File: src/rtl/frdo_ram.sv
// generic simple dual-port ram with registered read data
module frdo_ram #(
  parameter int unsigned Width = 8,
  parameter int unsigned Depth = 64
) (
  input  logic                     clk_i,
  input  logic                     we_i,
  input  logic [$clog2(Depth)-1:0] waddr_i,
  input  logic [Width-1:0]         wdata_i,
  input  logic                     re_i,
  input  logic [$clog2(Depth)-1:0] raddr_i,
  output logic [Width-1:0]         rdata_o
);

  logic [Width-1:0] mem_q [Depth];
  logic [Width-1:0] rdata_q;

  always_ff @(posedge clk_i) begin
    if (we_i) begin
      mem_q[waddr_i] <= wdata_i;
    end
    if (re_i) begin
      rdata_q <= mem_q[raddr_i];
    end
  end

  assign rdata_o = rdata_q;

endmodule

File: config.mk
export PLATFORM = sky130hd
export DESIGN_NAME = frdo_ram
export DESIGN_NICKNAME = d
export VERILOG_FILES = /design/src/rtl/frdo_ram.sv
export SDC_FILE = /design/constraint.sdc
export NUM_CORES = 1
export LEC_CHECK = 0
export ABC_AREA = 1
export BUFFER_PORTS_ARGS = -buffer_cell sky130_fd_sc_hd__buf_2
export CAP_MARGIN = 5
export CORE_MARGIN = 5
export CORE_UTILIZATION = 38
export CTS_CLUSTER_DIAMETER = 100
export DETAILED_ROUTE_END_ITERATION = 10
export GPL_ROUTABILITY_DRIVEN = 0
export GPL_TIMING_DRIVEN = 1
export SLEW_MARGIN = 20
export SYNTH_ARGS = -nofsm -noshare
export SYNTH_HDL_FRONTEND = slang
export SYNTH_SLANG_ARGS = --single-unit
File: constraint.sdc
create_clock -name clk_i -period 2.2 [get_ports clk_i]
set_clock_uncertainty 0.05 [all_clocks]
set_input_delay 0.11 -clock clk_i [delete_from_list [all_inputs] [get_ports clk_i]]
set_output_delay 0.11 -clock clk_i [all_outputs]
set_load 0.005 [all_outputs]
After elaboration in Yosys (flattened, before gate mapping):

Memory sizes are Yosys's and may differ from the RTL's. A register that Yosys moved wholly into a read port is not among the register bits.
Cells that the tools add are included.

* bitwise logic cells: 0
* divide/modulo/power cells: 0
* multiply operators: 0
* multiplexer cells: 2
* $lt $le $gt $ge: 0
* reductions and logical operators: 0
* equal/unequal tests: 0
* add/sub/neg operators: 0
* shifts and indexed selects: 0

Operators by type and width (count)
* 1-bit two-way mux: 2

* bits in latches: 0
* output and inout port bits: 8
* memories kept: 1
* input port bits: 23
* memory bits (read-only): 0
* word-level logic and storage cells: 3
* memory bits (writable): 512
* bits in registers: 0

Memories
* mem_q: words 64, bits a word 8, rd ports 1, clocked after memory_dff 1, wr ports 1, line 15 `logic [Width-1:0] mem_q [Depth];`

Depth between registers and ports, before layout:

* word-level depth: 2
* mapped depth: 12
* depth with buffers taken out: 9

Least setup slack after synthesis:

No wires, ideal clock.

* kind: in2reg
* start point: in we_i
* end point: mem mem_q[48][0] (enable)
* setup slack: 0.274 ns
* stages on the path: 3
* setup time: 0.395 ns
* data required time: 1.755 ns
* data arrival time: 1.481 ns
* path buffers: 1
* cells stage by stage: clkbuf_1 -> nand4_1 -> nor4_1

* word-level cells in the longest chain between the ends: 2

Ends and longest elaborated chain
* start, declared: line 7 `input logic we_i,`
* 1-bit two-way mux: line 19 `if (we_i) begin`
* 1-bit two-way mux (not written as such): line 20 `mem_q[waddr_i] <= wdata_i;`
* end, declared: line 15

Every way passes these cells.

==> metrics.txt <==
area fraction in compound gates after synthesis=0%; Critical Path Fanout Max=1; share of the synthesized area in the top cell type=between 70% and 80%; main combinational cell family by area after synthesis=simple AND/OR/NAND/NOR gates; Wirelength per Cell=20.31 um; fillers=between 5000 and 6000; Final nets=1915; GRT met3 Usage=3.801%; register area=about 16000 um^2; MaxCap Viol Count=0; ANT nets after route=0; vias in the first global route=13520; data arrival time of the critical path=1.83 ns; Net Count, Synth=1828; worst hold path type=input port to flip-flop; IO Port Bufs=30; post-CTS sizing=0; post-synthesis cell count=1805; I/O pin count=31; TritonCTS clock tree=done; global-route wire length before repair=83180 um; power density over cell area=847.2 nW/um^2; Post-Syn Area=around 21000 um^2; initial drt markers=1488; gr ovfl total=0; via count=13850; CP Launch Type=flip-flop; initial antenna violation count=3; number of remaining DRC errors=0; Max VDD drop=approximately 0.53 mV; synth top area cells=edfxtp_1 (73%), nand2_1 (11%), nand3_1 (10%), buf_6 (1.8%), nor2_1 (0.98%); Post-synth EDFFs=520; f_max=between 600 and 700 MHz; layout cells sized above 1=10.47%; CTS Buf Count=53; multi-input logic area=4946 um^2; multiplexer share of the synthesized area=0%; CP Class=flip-flop to flip-flop; WHS=0.01721 ns; cell taking the most area after synthesis=edfxtp_1; Tightest Pin Transition=0.7717 ns; Seq cells post-synth=520; min cycle time layout=1.544 ns; most common flop cell mapped by yosys=edfxtp_1; Vias/cell=5.155; Syn. warnings=0; Post-Synth XOR/XNOR Area=0%; clk_lat worst skew=0.59 ns; status=completed; CP required=2.49 ns; Area Overhead vs Synth=14.14%; setup TNS=0 ns; Setup Buffers After CTS=0; setup violators final=0; Die W=247.4 um; clk buf depth=3; DRT Pass-1 Iters=6; met2 GRT Util=between 20% and 30%; H-tree lvl count=2; post-DP HPWL=31620 um; Async SR Flop Fraction=0%; clock sinks=520; post-synthesis simple-gate area fraction=around 23%; Die ar.=61210 um^2; critical path endpoint category=flip-flop; commonest cells in the netlist=nand2_1 (648), edfxtp_1 (520), nand3_1 (439); P_leak=8.833 nW; Adder-Cell Fraction of Synth Area=0%; Tot GR Track Use=17.73%; pins over their slew limit=0; CTS root buf=clkbuf_16; unrepaired setup endpoints after global routing=false; Reg clk slew, reported paths=0.06 ns; starting density of the core=38.21%; final WL=54580 um; synthesized area per cell=about 12 um^2; Seq/Total Area, Yosys=72.90%; hold_buf cts=7; Final Cycle Share=70.20%; Core ar.=56060 um^2; final hold vios=0; busiest grt layer=met2; Die Y=approximately 250 um; Site Rows=87; met1 Use GR=25.37%; Slew headroom=a little under 50%; Netlist cell types=15; count leader, synth=nand2_1; largest net degree at the start of global routing=110
[per-layer routing]
metal,vias up,share of wire [%]
met4,2,2.3
met2,517,45
met5,-,0.024
met1,6722,45
li1,6526,-
met3,84,7.9
[final timing paths]
check / startpoint / endpoint / slack, ns / depth (start not counted)
hold / removal: wdata_i[2] / mem_q[28][2] / 0.02 / 1
setup / recovery: mem_q[43][6] / rdata_o[6] / 0.66 / 8
setup reg to reg: mem_q[43][6] / rdata_o[6] / 0.66 / 8
hold reg to reg: mem_q[10][6] / rdata_o[6] / 0.84 / 8
[per-stage QoR]
| stage | cells | utilization (%) | cell area [um^2] | worst slack, ns | power (mW) |
|---|---|---|---|---|---|
| global placement | 2586 | 40.66 | 22790 | 0.3370 | 12.54 |
| global route | 2686 | 43.61 | 24450 | 0.5922 | 21.44 |
| floorplan | 1805 | - | 21420 | 0.2739 | 11.99 |
| CTS | 2686 | 43.61 | 24450 | 0.6750 | 20.89 |
| detailed placement | 2586 | 40.66 | 22790 | 0.3239 | 12.55 |
| finish | 2687 | 43.61 | 24450 | 0.6556 | 20.71 |
[critical path, cell delays in order (launching register included)]
cell and delay (ns):
edfxtp_1 0.36, nand2_1 0.07, nand3_1 0.09, nand3_1 0.13, nand2_1 0.08, nand2_1 0.06, nand3_1 0.15, nand3_1 0.22
nand2_1 0.08
[power breakdown]
group          switching (mW)  total, mW  internal, mW  leakage (nW)
combinational           0.972       1.34         0.370          3.38
sequential             0.0268       11.0          11.0          4.69
clock                    3.59       8.36          4.77         0.766
total                    4.58       20.7          16.1          8.83
[flip-flops by register name, indices dropped and copies added (netlist names)]
signal	flops
rdata_o	8
mem_q	512
[placed cells by master (no fill, tap or decap), types with 2 or more instances in the layout]
cell type,instances
clkinv_1,16
nor4_1,8
clkinv_2,2
buf_12,21
nand4_1,9
buf_4,88
buf_2,28
inv_6,2
inv_1,9
bufinv_16,2
dlygate4sd3_1,7
clkbuf_1,16
nand3_1,439
edfxtp_1,520
nand2_1,648
clkbuf_16,55
nor2_1,56
[cell type report]
class | instances | share of cell area, %
Sequential cell | 520 | 63.87
Inverter | 12 | 0.2149
Clock buffer | 71 | 5.875
Antenna cell | 1 | 0.01024
Multi-Input combinational cell | 1160 | 20.23
Tap cell | 756 | 3.869
Clock inverter | 22 | 0.6039
Timing Repair Buffer | 145 | 5.328
[logic make-up (layout without fill, tap and decap cells)]
kind of cell | after synthesis | after routing
and+or+nand+nor | 1160 | 1160
DFF | 520 | 520
other | 0 | 1
buffers and inverters | 125 | 250
No activity file was read; power rests on OpenSTA's default activity.
